==> src/hw/rtl/stsp_pkg.sv <==
// Shared constants, types and constant tables for the step-time profile block.
`timescale 1ns / 1ps
`default_nettype none
package stsp_pkg;

    // Field and datapath widths
    localparam int STEP_W   = 13;
    localparam int TIME_W   = 24;
    localparam int LEN_W    = 12;
    localparam int FLOW_W   = 7;
    localparam int VOL_W    = 10;
    localparam int STOP_W   = 11;
    localparam int ROM_AW   = 11;
    localparam int ROM_DEPTH = 2048;
    localparam int POW_W    = 21;
    localparam int RAMP_W   = 12;
    localparam int PROD_W   = 42;
    localparam int DIV_W    = 18;
    localparam int LIMIT_W  = 35;
    localparam int CPROD_W  = 36;
    localparam int PADDR_W  = 3;
    localparam int PDATA_W  = 32;
    localparam int QDEPTH   = 4;
    localparam int QPTR_W   = 2;
    localparam int QCNT_W   = 3;

    // Profile constants
    localparam int STEP_BOUND = 4096;
    localparam logic [STEP_W-1:0]  ACC_STEPS  = 13'd192;
    localparam logic [STOP_W-1:0]  DEC_STEPS  = 11'd28;
    localparam logic [RAMP_W-1:0]  T_MIN_US   = 12'd240;
    localparam logic [TIME_W-1:0]  TIME_MAX   = 24'hFF_FFFF;
    localparam logic [POW_W-1:0]   FLOW_K_Q16 = 21'd1733068;
    localparam logic [24:0]        LIMIT_K    = 25'd19200000;  // 75000 * 256
    localparam logic [FLOW_W-1:0]  FLOW_RST   = 7'd60;
    localparam logic [VOL_W-1:0]   VOL_RST    = 10'd500;

    // Register index codes (byte address bit 2)
    localparam logic REG_FLOW = 1'b0;
    localparam logic REG_VOL  = 1'b1;

    // Stop-step search sequencer
    typedef enum logic [1:0] {
        SR_IDLE,
        SR_ADDR,
        SR_MUL,
        SR_CMP
    } t_srch_state;

    // Configuration-derived values handed to the datapath
    typedef struct packed {
        logic              ready;
        logic [STOP_W-1:0] stop;
        logic [LEN_W-1:0]  len;
        logic [FLOW_W-1:0] flow;
    } t_cfg;

    // One classified word in flight
    typedef struct packed {
        logic [ROM_AW-1:0] n_idx;
        logic              kill;
        logic              beyond;
        logic              last;
        logic              flw_sel;
        logic [RAMP_W-1:0] ramp;
    } t_item;

    typedef logic [POW_W-1:0]  t_pow_tab [ROM_DEPTH];
    typedef logic [RAMP_W-1:0] t_acc_tab [256];
    typedef logic [RAMP_W-1:0] t_dec_tab [32];

    // Integer square root, bit by bit
    function automatic logic [63:0] isqrt64(input logic [63:0] v_in);
        logic [63:0] v;
        logic [63:0] r;
        logic [63:0] b;
        v = v_in;
        r = '0;
        b = 64'h4000_0000_0000_0000;
        for (int i = 0; i < 32; i++) begin
            if (b > v) b = b >> 2;
        end
        for (int i = 0; i < 32; i++) begin
            if (b != 0) begin
                if (v >= r + b) begin
                    v = v - (r + b);
                    r = (r >> 1) + b;
                end else begin
                    r = r >> 1;
                end
                b = b >> 2;
            end
        end
        return r;
    endfunction

    // floor(sqrt(floor(num / den))): largest r with den * r * r <= num
    function automatic logic [RAMP_W-1:0] ramp_root(input logic [63:0] num,
                                                    input logic [63:0] den);
        logic [RAMP_W-1:0] r;
        logic [RAMP_W-1:0] c;
        logic [63:0]       sq;
        r = '0;
        for (int i = RAMP_W - 1; i >= 0; i--) begin
            c  = r | (RAMP_W'(1) << i);
            sq = 64'(c) * 64'(c);
            if (den * sq <= num) r = c;
        end
        return r;
    endfunction

    // n^1.1605 in Q8 for n = 0 .. ROM_DEPTH-1
    function automatic t_pow_tab build_pow();
        t_pow_tab    tab;
        logic [63:0] t [17];
        logic [63:0] y;
        logic [63:0] frac;
        logic [63:0] lg;
        logic [63:0] m;
        logic [63:0] f;
        logic [63:0] r;
        logic [63:0] q;
        logic [63:0] e;
        t[0] = 64'd2 << 30;
        for (int k = 1; k <= 16; k++) t[k] = isqrt64(t[k-1] << 30);
        for (int n = 0; n < ROM_DEPTH; n++) begin
            if (n == 0) begin
                tab[n] = '0;
            end else begin
                e = 0;
                for (int i = 0; i < 31; i++) begin
                    if ((64'(n) >> e) > 1) e = e + 1;
                end
                y = 64'(n) << (30 - e);
                frac = 0;
                for (int i = 0; i < 16; i++) begin
                    y = (y * y) >> 30;
                    frac = frac << 1;
                    if (y >= (64'd2 << 30)) begin
                        y = y >> 1;
                        frac = frac | 64'd1;
                    end
                end
                lg = (e << 16) | frac;
                m = (lg * 64'd76055) >> 16;
                q = m >> 16;
                f = m & 64'hFFFF;
                r = 64'd1 << 30;
                for (int k = 1; k <= 16; k++) begin
                    if (((f >> (16 - k)) & 64'd1) != 0) r = (r * t[k]) >> 30;
                end
                if (q > 30) q = 30;
                r = (r << q) >> 22;
                tab[n] = r[POW_W-1:0];
            end
        end
        return tab;
    endfunction

    // Acceleration ramp period per step, 240 at step 0 and past the ramp
    function automatic t_acc_tab build_acc();
        t_acc_tab    tab;
        for (int n = 0; n < 256; n++) begin
            if (n >= 1 && n <= 192) begin
                tab[n] = ramp_root(64'd100000000, 64'd9 * 64'(n));
            end else begin
                tab[n] = T_MIN_US;
            end
        end
        return tab;
    endfunction

    // Deceleration ramp period by distance to the stop step
    function automatic t_dec_tab build_dec();
        t_dec_tab    tab;
        for (int d = 0; d < 32; d++) begin
            if (d >= 1 && d <= 29) begin
                tab[d] = ramp_root(64'd5000000, 64'd3 * 64'(d));
            end else begin
                tab[d] = T_MIN_US;
            end
        end
        return tab;
    endfunction

    localparam t_acc_tab ACC_TAB = build_acc();
    localparam t_dec_tab DEC_TAB = build_dec();

endpackage
`default_nettype wire

==> src/hw/rtl/stsp_cfg.sv <==
// Setpoint registers, APB access and stop-step search sequencer.
`timescale 1ns / 1ps
`default_nettype none
module stsp_cfg (
    input  wire logic                         i_clk,
    input  wire logic                         i_rst_n,
    input  wire logic                         psel,
    input  wire logic                         penable,
    input  wire logic                         pwrite,
    input  wire logic [stsp_pkg::PADDR_W-1:0] paddr,
    input  wire logic [stsp_pkg::PDATA_W-1:0] pwdata,
    output logic      [stsp_pkg::PDATA_W-1:0] prdata,
    output logic                              pready,
    output logic      [stsp_pkg::ROM_AW-1:0]  o_rom_addr,
    output logic                              o_rom_en,
    input  wire logic [stsp_pkg::POW_W-1:0]   i_rom_data,
    output stsp_pkg::t_cfg                    o_cfg
);
    import stsp_pkg::*;

    logic [FLOW_W-1:0]  r_flow;
    logic [VOL_W-1:0]   r_vol;
    logic [STOP_W-1:0]  r_lo;
    logic [STOP_W-1:0]  r_bit;
    logic [LIMIT_W-1:0] r_limit;
    logic [CPROD_W-1:0] r_prod;
    t_srch_state        r_state;
    t_srch_state        n_state;

    logic               wr_en;
    logic [STOP_W-1:0]  cand;
    logic [31:0]        cp;
    logic [STEP_W-1:0]  steps;
    logic [STEP_W-1:0]  len_raw;

    assign pready = 1'b1;
    assign wr_en  = psel && penable && pwrite;
    assign cand   = r_lo | r_bit;

    // setpoint registers
    always_ff @(posedge i_clk) begin
        if (!i_rst_n) begin
            r_flow <= FLOW_RST;
            r_vol  <= VOL_RST;
        end else if (wr_en) begin
            unique case (paddr[2])
                REG_FLOW: r_flow <= pwdata[FLOW_W-1:0];
                REG_VOL:  r_vol  <= pwdata[VOL_W-1:0];
                default:  ;
            endcase
        end
    end

    // read mux
    always_comb begin
        unique case (paddr[2])
            REG_FLOW: prdata = {{(PDATA_W-FLOW_W){1'b0}}, r_flow};
            REG_VOL:  prdata = {{(PDATA_W-VOL_W){1'b0}}, r_vol};
            default:  prdata = '0;
        endcase
    end

    // search next state
    always_comb begin
        n_state = r_state;
        unique case (r_state)
            SR_IDLE: n_state = SR_IDLE;
            SR_ADDR: n_state = SR_MUL;
            SR_MUL:  n_state = SR_CMP;
            SR_CMP:  n_state = (r_bit == STOP_W'(1)) ? SR_IDLE : SR_ADDR;
            default: n_state = SR_IDLE;
        endcase
        if (wr_en) n_state = SR_ADDR;
    end

    // search outputs
    always_comb begin
        o_rom_en   = (r_state == SR_ADDR);
        o_rom_addr = cand;
    end

    always_ff @(posedge i_clk) begin
        if (!i_rst_n) r_state <= SR_ADDR;
        else          r_state <= n_state;
    end

    // binary search, one bit per ADDR/MUL/CMP round
    assign cp = {{(32-STOP_W){1'b0}}, cand} * {{(32-POW_W){1'b0}}, i_rom_data};

    always_ff @(posedge i_clk) begin
        if (!i_rst_n || wr_en) begin
            r_lo  <= '0;
            r_bit <= STOP_W'(1) << (STOP_W - 1);
        end else if (r_state == SR_CMP) begin
            if (r_prod <= {1'b0, r_limit}) r_lo <= cand;
            r_bit <= r_bit >> 1;
        end
    end

    always_ff @(posedge i_clk) begin
        if (r_state == SR_ADDR) r_limit <= LIMIT_W'(r_vol) * LIMIT_W'(LIMIT_K);
        if (r_state == SR_MUL)  r_prod  <= {cp, 4'b0} + CPROD_W'(cp);
    end

    // profile length from the stop step
    assign steps   = (STEP_W'(r_lo) < STEP_W'(STEP_BOUND)) ? STEP_W'(r_lo)
                                                           : STEP_W'(STEP_BOUND);
    assign len_raw = (steps == '0) ? '0 : steps - 1'b1;

    always_comb begin
        o_cfg.ready = (r_state == SR_IDLE);
        o_cfg.stop  = r_lo;
        o_cfg.len   = LEN_W'(len_raw);
        o_cfg.flow  = r_flow;
    end
endmodule
`default_nettype wire

==> config.mk <==
export PLATFORM = sky130hd
export DESIGN_NAME = stsp_cfg
export DESIGN_NICKNAME = d
export VERILOG_FILES = /design/src/hw/rtl/stsp_pkg.sv /design/src/hw/rtl/stsp_cfg.sv
export SDC_FILE = /design/constraint.sdc
export NUM_CORES = 1
export LEC_CHECK = 0
export BUFFER_PORTS_ARGS = -buffer_cell sky130_fd_sc_hd__clkbuf_2
export CORE_MARGIN = 4
export CORE_UTILIZATION = 50
export CTS_BUF_LIST = sky130_fd_sc_hd__clkbuf_16
export DETAILED_ROUTE_END_ITERATION = 6
export PLACE_DENSITY_LB_ADDON = 0.3
export SYNTH_ARGS = -nofsm -noshare
export SYNTH_HDL_FRONTEND = slang
export SYNTH_SLANG_ARGS = --single-unit
==> constraint.sdc <==
create_clock -name i_clk -period 14.8 [get_ports i_clk]
set_input_delay 3.7 -clock i_clk [delete_from_list [all_inputs] [get_ports i_clk]]
set_output_delay 3.7 -clock i_clk [all_outputs]
set_load 0.02 [all_outputs]
==> Yosys cells after proc, flatten, opt, wreduce, memory -nomap -nowiden <==
Index checks and enable logic that the tools add are counted.
{ "op_classes": {"n_addsub": 2, "n_mul": 2, "n_lt_le_gt_ge": 1, "n_eq_ne": 4, "mux": 4, "n_bitwise": 3, "reduce_logical": 10} }
{ "op_table": {"columns": ["op", "count"], "rows": [
  ["32-bit case mux with 2 select lines", 1],
  ["36-bit by 32-bit adder with 36-bit output", 1],
  ["36-bit by 35-bit <= comparator with 1-bit output", 1],
  ["11-bit by 21-bit multiplier with 32-bit output", 1],
  ["10-bit by 14-bit multiplier with 24-bit output (second input constant)", 1],
  ["13-bit zero test", 1],
  ["12-bit two-way mux", 1],
  ["11-bit by 1-bit subtractor with 12-bit output (second input constant)", 1],
  ["11-bit by 1-bit equality test with 1-bit output (second input constant)", 1],
  ["11-bit OR", 1],
  ["2-bit case mux with 4 select lines", 1],
  ["2-bit AND reduction", 3],
  ["2-bit equality test (second input constant)", 2],
  ["2-bit by 1-bit equality test with 1-bit output (second input constant)", 1],
  ["1-bit logical AND", 2],
  ["2-bit zero test", 1],
  ["1-bit inverter", 2],
  ["2-bit OR reduction", 1],
  ["1-bit zero test", 1],
  ["1-bit logical OR", 1],
  ["1-bit two-way mux", 1]
]} }
{ "word_totals": {"ff_bits": 101, "in_bits": 61, "out_inout_bits": 76, "elab_cells": 33} }

==> Longest topological paths before layout <==
Gate-level depths: netlist of run 1.
{ "depth": {"depth_word": 3, "ltp_mapped": 33, "ltp_nobuf": 31} }

==> Worst setup path before layout of run 1 <==
OpenSTA, ideal clock, no wires.
{ "synth_timing": {"path_kind": "in2reg", "start": "in i_rom_data[2] (netlist name)", "end": "reg r_prod[32], data pin", "setup_time_ns": 0.135, "t_arrival_ns": 10.369, "t_required_ns": 14.665, "path_slack_ns": 4.296, "cell_stages": 26, "n_path_buf": 1, "path_cell_list": "clkbuf_1 -> and2_1 -> fa_1 -> fa_1 -> fa_1 -> fa_1 -> inv_1 -> fa_1 -> inv_1 -> ha_1 -> a21o_1 -> a21o_1 -> a221o_1 -> a21oi_2 -> xnor2_1 -> ha_1 -> a21o_1 -> a21o_1 -> a21oi_1 -> o31a_1 -> o31ai_2 -> a221o_1 -> a31oi_4 -> o31ai_4 -> a2111o_1 -> nand3_1"} }
{ "synth_between": {"elab_chain_cells": 2} }
{ "synth_lines": {"columns": ["item", "line_no", "source"], "rows": [
  ["from (decl)", "stsp_cfg.sv:16", "input wire logic [stsp_pkg::POW_W-1:0] i_rom_data,"],
  ["11-bit by 21-bit multiplier with 32-bit output", "stsp_cfg.sv:88", "assign cp = {{(32-STOP_W){1'b0}}, cand} * {{(32-POW_W){1'b0}}, i_rom_data};"],
  ["36-bit by 32-bit adder with 36-bit output", "stsp_cfg.sv:102", "if (r_state == SR_MUL) r_prod <= {cp, 4'b0} + CPROD_W'(cp);"],
  ["to (signal assigned)", "stsp_cfg.sv:102", null],
  ["to (decl)", "stsp_cfg.sv:26", "logic [CPROD_W-1:0] r_prod;"]
]} }
No other way between the ends.
A chain may end at the register's enable or synchronous reset.

==> Worst setup path in the final report of run 1 <==
{ "layout_timing": {"start": "in i_rom_data[3] (netlist name)", "end": "reg r_prod[32], data pin"} }
The elaborated chain is that of the path after synthesis.

==> impl_metrics.env, run 1 <==
export IMPL_finalClockSkew_ps=19.4
export IMPL_die_height_microns=189
export IMPL_vdd_drop_max_uv=66.4
export IMPL_p_per_area_mw_per_mm2=85.5
export IMPL_p_sw_frac=0.416
export IMPL_ys_warn_count=0
export IMPL_clk_path_buf_depth=2
export IMPL_drtAntennaViolNets=0
export IMPL_p_comb_frac=0.567
export IMPL_drt_initial_drc_count=590
export IMPL_gp_congestion=0.849
export IMPL_post_cts_buffers=0
export IMPL_crit_fanout=11
export IMPL_syn_area_per_cell_sq_um=9.15
export IMPL_final_setup_tns_ps=0
export IMPL_cts_root_buf="clkbuf_16"
export IMPL_worstMarginPinSlew_ps=1230
export IMPL_critPathRequiredTime_ps=15020
export IMPL_die_x_microns=189
export IMPL_synth_cells=1781
export IMPL_ios=137
export IMPL_port_buffers=89
export IMPL_holdPathStages=2
export IMPL_design_area_sq_mm=0.0172
export IMPL_synth_edf_count=60
export IMPL_area_growth_pct=5.87
export IMPL_r2r_cells=28
export IMPL_antenna_found_initial=0
export IMPL_path_class="input pin to flop"
export IMPL_grt_max_degree=37
export IMPL_grt_pass1_vias=12244
export IMPL_cap_violations=0
export IMPL_power_internal_mw=0.862
export IMPL_clock_sinks=101
export IMPL_critPathCapture="r_prod[32]"
export IMPL_routedWlPerCell_microns=14.6
export IMPL_pwr_share_seq=0.265
export IMPL_postCtsHoldBufs=0
export IMPL_pwr_share_clk=0.168
export IMPL_track_usage=0.189
export IMPL_startpoint_type="input pin"
export IMPL_ys_ff_latch=101
export IMPL_yosys_cell_types_count=83
export IMPL_p_sw_mw=0.613
export IMPL_async_reset_ff_frac=0
export IMPL_dpl_instance_area_sq_mm=0.0169
export IMPL_cp_end_kind="flop"
export IMPL_finalHoldWorstSlack_ps=488
export IMPL_hp_class="flop to flop"
export IMPL_ys_seq_area_frac=0.161
export IMPL_fin_crit_ps=10810
export IMPL_cts_tree="yes"
export IMPL_r2r_slack_ps=6600
export IMPL_maxSlewHeadroom=0.178
export IMPL_status="complete, no violations"
export IMPL_ys_flop_type="edfxtp_1"
export IMPL_grt_pass1_wl_microns=57200
export IMPL_clk_pin_slew_ps=90
export IMPL_power_mw=1.47
export IMPL_rows=65
export IMPL_drc=0
export IMPL_diodes=0
export IMPL_num_vias=12034
export IMPL_cts_made_buffers=9
export IMPL_min_period_over_period=0.731
export IMPL_grt_overflow=0
export IMPL_fin_util=0.541
export IMPL_leakage_nw=8.61
export IMPL_final_nets=2280
export IMPL_setup_viol=0
export IMPL_vias_per_cell=5.34
export IMPL_r2r_end="r_prod[32]"
export IMPL_drive_gt1_frac=0.0885
export IMPL_first_pass_iters=5
export IMPL_rsz0062_at_grt="false"
export IMPL_max_clock_freq_mhz=92.5
export IMPL_htreeDepth=3
export IMPL_die_area_sq_mm=0.0355
export IMPL_cts_resized_gates=0
export IMPL_hpwl_microns=27400
export IMPL_slew_viol_final=0
export IMPL_hold_viol=0
export IMPL_critPathLaunch="i_rom_data[3]"
export IMPL_reg2reg_from="r_lo[6]"
export IMPL_n_fill_cell=2928
export IMPL_insertion_delay_ps=360
export IMPL_start_util=0.511
export IMPL_finalWirelength_microns=32900
export IMPL_syn_area_sq_mm=0.0163
export IMPL_crit_arrival_ps=11030
export IMPL_core_sq_mm=0.0319
-- logic make-up after synthesis --
group                    synth area share
XOR/XNOR                           0.0483
other                            0.000461
flip-flops                          0.161
AO/OA/AOI/OAI                       0.123
AND/OR/NAND/NOR                     0.152
buffers and inverters              0.0960
multiplexers                       0.0174
adder cells (fa/ha/maj)             0.402
-- flip-flops by register name (all words and copies together), names as in the netlist --
register,cells
r_state,2
r_vol,10
r_lo,11
r_limit,24
r_prod,36
r_flow,7
r_bit,11
-- per-stage QoR --
step	worst slack [ps]	std cells
3_3_place_gp	3620	2238
5_1_grt	3560	2255
3_5_place_dp	3630	2238
4_1_cts	3970	2254
6_report	3990	2255
2_1_floorplan	4300	1802
-- how the worst min path moves through the flow --
stage               startpoint   endpoint  slack (ps)
floorplan            r_bit[10]  r_bit[10]         460
global placement     r_flow[4]  r_flow[4]         470
detailed placement   r_flow[0]  r_flow[0]         480
CTS                  r_flow[0]  r_flow[0]         490
global route         r_flow[0]  r_flow[0]         510
finish               r_flow[0]  r_flow[0]         490
-- final cells by class --
type,count,area [sq um],area share
inverters,298,1120,0.0649
clock inverters,6,62.6,0.00363
repair buffers,92,465,0.0270
clock buffers,10,250,0.0145
well taps,435,544,0.0316
flip-flops and latches,101,2620,0.152
multi-input cells,1313,12200,0.706
-- cell usage in the layout (no fill, tap or decap), drive strengths merged, types with 4 or more instances in the layout --
master   Yosys  final
a2111oi      5      5
a211oi       5      5
a21boi      10     10
a21o        42     42
a21oi       70     70
a22o        11     11
a31o         6      6
a31oi        7      7
a41o         4      4
and2       117    117
and3         9      9
clkbuf      59    100
conb         2     23
dfxtp       41     41
edfxtp      60     60
fa         200    200
ha         204    204
inv        298    301
mux2        10     10
mux2i       17     17
nand2      195    195
nand2b      12     12
nand3       30     30
nand4       14     14
nor2        63     63
nor2b        4      4
nor3        18     18
nor3b        4      4
nor4         9      9
o211a        4      4
o211ai       8      8
o21a        13     13
o21ai       39     39
o21bai      11     11
o31ai        4      4
or2         15     15
or3          7      7
xnor2       68     68
xor2        21     21
-- cells in the mapped netlist, drive strengths merged, types with 4 or more instances --
cell type    n  share of area
inv        298          0.069
ha         204           0.16
fa         200           0.25
nand2      195          0.045
and2       117          0.045
a21oi       70          0.023
xnor2       68          0.037
nor2        63          0.015
edfxtp      60           0.11
clkbuf      59          0.014
a21o        42          0.019
dfxtp       41          0.050
o21ai       39          0.012
buf         31          0.014
nand3       30         0.0092
xor2        21          0.012
nor3        18         0.0058
mux2i       17          0.010
or2         15         0.0058
nand4       14         0.0054
o21a        13         0.0060
nand2b      12         0.0046
a22o        11         0.0059
o21bai      11         0.0051
a21boi      10         0.0046
mux2        10         0.0069
and3         9         0.0035
nor4         9         0.0035
o211ai       8         0.0048
a31oi        7         0.0036
or3          7         0.0027
a31o         6         0.0032
a2111oi      5         0.0043
a211oi       5         0.0026
a41o         4         0.0025
nor2b        4         0.0015
nor3b        4         0.0018
o211a        4         0.0025
o31ai        4         0.0038
-- metal layers --
layer  GRT usage  routed length (microns)
met1       0.255                    14700
met2       0.335                    16400
met3      0.0180                     1240
met4      0.0381                      452
met5           0                        0
-- power by group through the flow --
stage               logic [mW]  registers, mW  clock network (mW)
floorplan                0.681          0.393                   0
global placement         0.817          0.396                   0
detailed placement       0.839          0.397                   0
CTS                      0.845          0.391               0.251
global route             0.957          0.395               0.263
finish                   0.837          0.391               0.247
-- critical path, stage by stage --
cell,delay [ps]
clkbuf_2,200
and2_1,210
fa_1,530
inv_1,50
fa_1,470
inv_1,60
fa_1,530
fa_1,560
inv_1,60
fa_1,520
inv_1,40
ha_1,350
o21ai_1,120
nor3b_1,350
a21o_1,230
xor2_1,260
ha_1,320
a21o_1,190
a21o_1,200
a31o_1,210
a31oi_1,320
o31a_1,220
o31ai_2,90
a221o_1,420
a31oi_4,240
o31ai_4,120
a2111o_1,380
nand3_1,80
Note: power is estimated with default switching activity, not from simulation.
==> run 2: changes to the inputs <==
==> constraint.sdc (replaced) <==
create_clock -name i_clk -period 9.1 [get_ports i_clk]
set_input_delay 2.275 -clock i_clk [delete_from_list [all_inputs] [get_ports i_clk]]
set_output_delay 2.275 -clock i_clk [all_outputs]
set_load 0.02 [all_outputs]
==> run 2 against run 1 <==
Clock-buffer cell count is 1 lower. Total power grew 77%. Utilization grew 4.0 points. Final cell count up 6.0%. First-iteration DRC count decreased by 1.4%. Sequential power increased by 62%. Sequential share of layout area is 1.1 points lower. Critical path type unchanged. Critical path depth did not move. Final area grew 7.5%. Register-to-register slack got worse by 5300 ps. Clock skew shrank 6.2 ps.
==> impl_metrics.env, run 2 (synthesized netlist as in run 1, its figures left out) <==
export IMPL_cts_root_buf="clkbuf_16"
export IMPL_hold_viol=0
export IMPL_path_class="input pin to flop"
export IMPL_track_usage=0.198
export IMPL_die_area_sq_mm=0.0355
export IMPL_clock_sinks=101
export IMPL_crit_cells=28
export IMPL_pwr_share_clk=0.146
export IMPL_leakage_nw=9.33
export IMPL_path_buf_inv=5
export IMPL_port_buffers=89
export IMPL_grt_pass1_wl_microns=59600
export IMPL_crit_fanout=8
export IMPL_fin_crit_ps=8850
export IMPL_final_nets=2416
export IMPL_top_register="r_prod"
export IMPL_critPathTopFamily="adder cells"
export IMPL_routedWlPerCell_microns=14.5
export IMPL_max_clock_freq_mhz=113
export IMPL_layout_commonest_cell="inv_1"
export IMPL_die_height_microns=189
export IMPL_htreeDepth=3
export IMPL_area_growth_pct=13.8
export IMPL_grt_max_degree=37
export IMPL_setup_viol=0
export IMPL_antenna_found_initial=0
export IMPL_crit_arrival_ps=9070
export IMPL_p_sw_mw=1.06
export IMPL_insertion_delay_ps=360
export IMPL_dpl_instance_area_sq_mm=0.0179
export IMPL_diodes=0
export IMPL_die_x_microns=189
export IMPL_cts_made_buffers=9
export IMPL_clk_pin_slew_ps=80
export IMPL_startpoint_type="input pin"
export IMPL_hp_class="flop to flop"
export IMPL_holdPathStages=2
export IMPL_drtAntennaViolNets=0
export IMPL_finalWirelength_microns=34800
export IMPL_vdd_drop_max_uv=98.6
export IMPL_gp_congestion=0.866
export IMPL_grt_pass1_vias=12683
export IMPL_drt_initial_drc_count=582
export IMPL_cts_tree="yes"
export IMPL_critPathRequiredTime_ps=9320
export IMPL_p_sw_frac=0.405
export IMPL_cap_violations=0
export IMPL_clk_path_buf_depth=2
export IMPL_postCtsHoldBufs=0
export IMPL_core_sq_mm=0.0319
export IMPL_slew_viol_final=0
export IMPL_dp_slack_ps=-262
export IMPL_p_comb_frac=0.611
export IMPL_top_regs="r_prod x36, r_limit x24"
export IMPL_slowest_delay_ps=570
export IMPL_first_pass_iters=4
export IMPL_finalClockSkew_ps=13.2
export IMPL_final_cell_mix="298 x inv_1, 200 x fa_1, 196 x ha_1"
export IMPL_start_util=0.511
export IMPL_hpwl_microns=28800
export IMPL_drc=0
export IMPL_cp_end_kind="flop"
export IMPL_num_vias=12622
export IMPL_p_per_area_mw_per_mm2=141
export IMPL_slowest_stage="fa_1"
export IMPL_drive_gt1_frac=0.167
export IMPL_critPathMostFrequentCell="fa_1"
export IMPL_setup_slack_ps=250
export IMPL_vias_per_cell=5.28
export IMPL_r2r_cells=28
export IMPL_pwr_share_seq=0.243
export IMPL_status="complete, no violations"
export IMPL_grt_overflow=0
export IMPL_min_period_over_period=0.972
export IMPL_worstMarginPinSlew_ps=1200
export IMPL_rows=65
export IMPL_power_internal_mw=1.55
export IMPL_maxSlewHeadroom=0.191
export IMPL_largest_reg_flops=36
export IMPL_ios=137
export IMPL_design_area_sq_mm=0.0185
## run 2: repair_timing
action	CTS	global route
resized for setup	0	45
endpoints found under the hold margin	0	0
setup buffers	0	13
endpoints found under the setup margin	0	8
## run 2: power groups by stage
stage	logic [mW]	clock network (mW)	registers, mW
floorplan	1.11	0	0.639
finish	1.60	0.381	0.634
global route	1.80	0.408	0.642
detailed placement	1.53	0	0.645
CTS	1.54	0.389	0.635
global placement	1.48	0	0.644
## run 2: worst min-delay path, cell delays in order, from the launching register on
cell and delay (ps):
dfxtp_1 320, nand2_1 50, nand3_1 70
## run 2: layer usage
metal / share of wire / vias to the layer above / track usage
met2: 0.51 / 186 / 0.354
met4: 0.011 / 0 / 0.0359
met1: 0.44 / 6280 / 0.267
met5: 0 / - / 0
met3: 0.031 / 30 / 0.0180
li1: - / 6126 / -
## run 2: final cells by class
type | count | area, sq um
inverters | 298 | 1120
repair buffers | 228 | 1570
clock inverters | 7 | 70.1
fillers | 2841 | 13300
flip-flops and latches | 101 | 2620
well taps | 435 | 544
clock buffers | 9 | 225
multi-input cells | 1313 | 12400
## run 2: through the flow
step	total power [mW]	hold slack [ps]	setup TNS, ps	util	cells
floorplan	1.75	463	0	-	1802
global placement	2.13	468	-783	0.562	2362
detailed placement	2.17	483	-1020	0.562	2362
CTS	2.57	495	0	0.571	2378
global route	2.85	516	-127	0.581	2391
finish	2.61	495	0	0.581	2391
## run 2: final timing paths
check	startpoint	to	slack [ps]
worst max-delay path	i_rom_data[8]	r_prod[32]	250
worst min-delay path	r_flow[2]	r_flow[2]	490
worst max register to register	r_lo[2]	r_prod[32]	1290
worst min register to register	r_flow[2]	r_flow[2]	490
==> run 3: changes to the inputs <==
--- a/config.mk
+++ b/config.mk
@@ -5,12 +5,14 @@
 export SDC_FILE = /design/constraint.sdc
 export NUM_CORES = 1
 export LEC_CHECK = 0
+export ABC_AREA = 1
 export BUFFER_PORTS_ARGS = -buffer_cell sky130_fd_sc_hd__clkbuf_2
 export CORE_MARGIN = 4
 export CORE_UTILIZATION = 50
 export CTS_BUF_LIST = sky130_fd_sc_hd__clkbuf_16
 export DETAILED_ROUTE_END_ITERATION = 6
 export PLACE_DENSITY_LB_ADDON = 0.3
+export SETUP_SLACK_MARGIN = 0.15
 export SYNTH_ARGS = -nofsm -noshare
 export SYNTH_HDL_FRONTEND = slang
 export SYNTH_SLANG_ARGS = --single-unit
==> run 3 against run 2 <==
Maximum frequency increased by 3.4%. Critical endpoint is now r_prod[33]. Clock-buffer cell count is 1 higher. Final cell count increased by 17%. Highest routed layer unchanged. Largest power group unchanged. Global-route usage is 3.0 points higher. Worst hold slack worse by 7.3 ps. Largest cell class unchanged.
==> impl_metrics.env, run 3 <==
export IMPL_top_register="r_prod"
export IMPL_vias_per_cell=5.11
export IMPL_antenna_found_initial=0
export IMPL_ys_ff_latch=101
export IMPL_synthAdderAreaFrac=0.386
export IMPL_synth_edf_count=60
export IMPL_postCtsHoldBufs=0
export IMPL_crit_arrival_ps=8660
export IMPL_maxSlewHeadroom=0.449
export IMPL_critPathRequiredTime_ps=9200
export IMPL_grt_max_degree=37
export IMPL_worstMarginPinSlew_ps=820
export IMPL_syn_area_sq_mm=0.0170
export IMPL_layout_commonest_cell="nand2_1"
export IMPL_fin_crit_ps=8560
export IMPL_rows=67
export IMPL_hold_viol=0
export IMPL_drive_gt1_frac=0.0926
export IMPL_diodes=0
export IMPL_power_mw=2.60
export IMPL_first_pass_iters=5
export IMPL_drtAntennaViolNets=0
export IMPL_startpoint_type="input pin"
export IMPL_path_buf_inv=7
export IMPL_min_period_over_period=0.940
export IMPL_num_vias=14273
export IMPL_synth_top_family_by_area="adder cells"
export IMPL_ios=137
export IMPL_finalWirelength_microns=40300
export IMPL_drt_initial_drc_count=732
export IMPL_start_util=0.507
export IMPL_critPathMostFrequentCell="nand2_1"
export IMPL_p_per_area_mw_per_mm2=142
export IMPL_path_class="input pin to flop"
export IMPL_n_fill_cell=3232
export IMPL_hp_class="flop to flop"
export IMPL_area_growth_pct=7.54
export IMPL_slowest_delay_ps=550
export IMPL_cp_end_kind="flop"
export IMPL_hpwl_microns=34800
export IMPL_final_cell_mix="540 x nand2_1, 477 x inv_1, 209 x nor2_1"
export IMPL_die_height_microns=192
export IMPL_synthSimpleGateAreaFrac=0.245
export IMPL_critPathTopFamily="adder cells"
export IMPL_vdd_drop_max_uv=115
export IMPL_ys_seq_area_frac=0.154
export IMPL_max_clock_freq_mhz=117
export IMPL_clock_sinks=101
export IMPL_yosysTopAreaCell="fa_1"
export IMPL_final_nets=2804
export IMPL_rsz0062_at_grt="true"
export IMPL_die_area_sq_mm=0.0370
export IMPL_yosysTopAreaCellShare=0.236
export IMPL_slew_viol_final=0
export IMPL_setup_viol=0
export IMPL_drc=0
export IMPL_cts_tree="yes"
export IMPL_crit_fanout=5
export IMPL_gp_congestion=0.903
export IMPL_grt_overflow=0
export IMPL_post_cts_buffers=0
export IMPL_synth_xor_xnor_area_share=0.0309
export IMPL_slowest_stage="fa_1"
export IMPL_synth_area_leaders="fa_1 24%, ha_1 15%, nand2_1 12%"
export IMPL_insertion_delay_ps=350
export IMPL_final_setup_tns_ps=0
export IMPL_grt_pass1_vias=14538
export IMPL_synth_compound_area_share=0.0590
export IMPL_leakage_nw=10.1
export IMPL_status="complete, no violations"
export IMPL_finalClockSkew_ps=10.5
export IMPL_yosys_cell_types_count=47
export IMPL_core_sq_mm=0.0335
export IMPL_routedWlPerCell_microns=14.4
export IMPL_die_x_microns=192
export IMPL_cts_resized_gates=0
export IMPL_cts_made_buffers=9
export IMPL_top_regs="r_prod x36, r_limit x24"
export IMPL_track_usage=0.228
export IMPL_cap_violations=0
export IMPL_synthTopCellsByCount="540 x nand2_1, 478 x inv_1, 209 x nor2_1"
export IMPL_async_reset_ff_frac=0
export IMPL_htreeDepth=3
export IMPL_largest_reg_flops=36
export IMPL_port_buffers=89
export IMPL_synth_most_common_cell="nand2_1"
export IMPL_ys_flop_type="edfxtp_1"
export IMPL_ys_warn_count=0
export IMPL_cts_root_buf="clkbuf_16"
export IMPL_grt_pass1_wl_microns=69300
export IMPL_synth_mux_area_frac=0
export IMPL_clk_path_buf_depth=2
export IMPL_clk_pin_slew_ps=70
export IMPL_synth_cells=2250
export IMPL_syn_area_per_cell_sq_um=7.55
[run 3: changes by cell type in the layout (fill, tap and decap cells not counted), moves of 17 or more]
cell and change:
a21oi_1 +55, inv_1 +179, xnor2_1 -48, nor2_1 +147
buf_4 -117, mux2i_1 -17, nand2_2 +37, nand3_1 +47
nand2_1 +345, a21o_1 -36, xor2_1 +23, and2_1 -109
[run 3: metrics by stage]
stage | instance area [sq um] | utilization | instances | setup WS [ps] | hold WS (ps)
4_1_cts | 18300 | 0.545 | 2792 | 569 | 489
5_1_grt | 18300 | 0.545 | 2792 | 148 | 519
2_1_floorplan | 17100 | - | 2271 | 999 | 458
3_5_place_dp | 17900 | 0.535 | 2776 | 235 | 473
6_report | 18300 | 0.545 | 2792 | 544 | 487
3_3_place_gp | 17900 | 0.535 | 2776 | 251 | 465
[run 3: layout make-up]
| class | instances | area (sq um) | share of cell area |
|---|---|---|---|
| inverter | 493 | 1850 | 0.101 |
| tap | 448 | 561 | 0.0307 |
| clock inverter | 6 | 73.8 | 0.00404 |
| clock buffer | 10 | 250 | 0.0137 |
| timing repair buffer | 106 | 573 | 0.0314 |
| sequential | 101 | 2620 | 0.144 |
| multi-input combinational | 1628 | 12300 | 0.675 |
[run 3: cell families after synthesis]
family	Yosys count
fa+ha+maj	404
simple gates	959
xor+xnor	60
other cells	2
flops	101
buf+inv	542
compound gates	182
[run 3: worst paths after layout]
kind / slack (ps) / start / cells after the start / end
max: 540 / i_rom_data[3] / 33 / r_prod[33]
min: 490 / r_flow[4] / 2 / r_flow[4]
max reg2reg: 1320 / r_lo[2] / 32 / r_prod[33]
min reg2reg: 490 / r_flow[4] / 2 / r_flow[4]
[run 3: tightest hold or removal path, stage by stage, from the launching register on]
cell	delay, ps
dfxtp_1	330
nand2_1	60
nand3_1	50
[run 3: layer usage]
layer / GRT usage / share of wire / wire length, microns
met1: 0.301 / 0.44 / 17900
met2: 0.397 / 0.48 / 19200
met3: 0.0335 / 0.059 / 2390
met4: 0.0551 / 0.020 / 825
met5: 0 / 0 / 0
[run 3: report_power, final]
group	switching [mW]	leakage, nW	internal, mW	total, mW
Sequential	0.0280	0.898	0.613	0.641
Clock	0.179	0.159	0.234	0.413
Combinational	0.991	9.08	0.557	1.55
Total	1.20	10.1	1.40	2.60
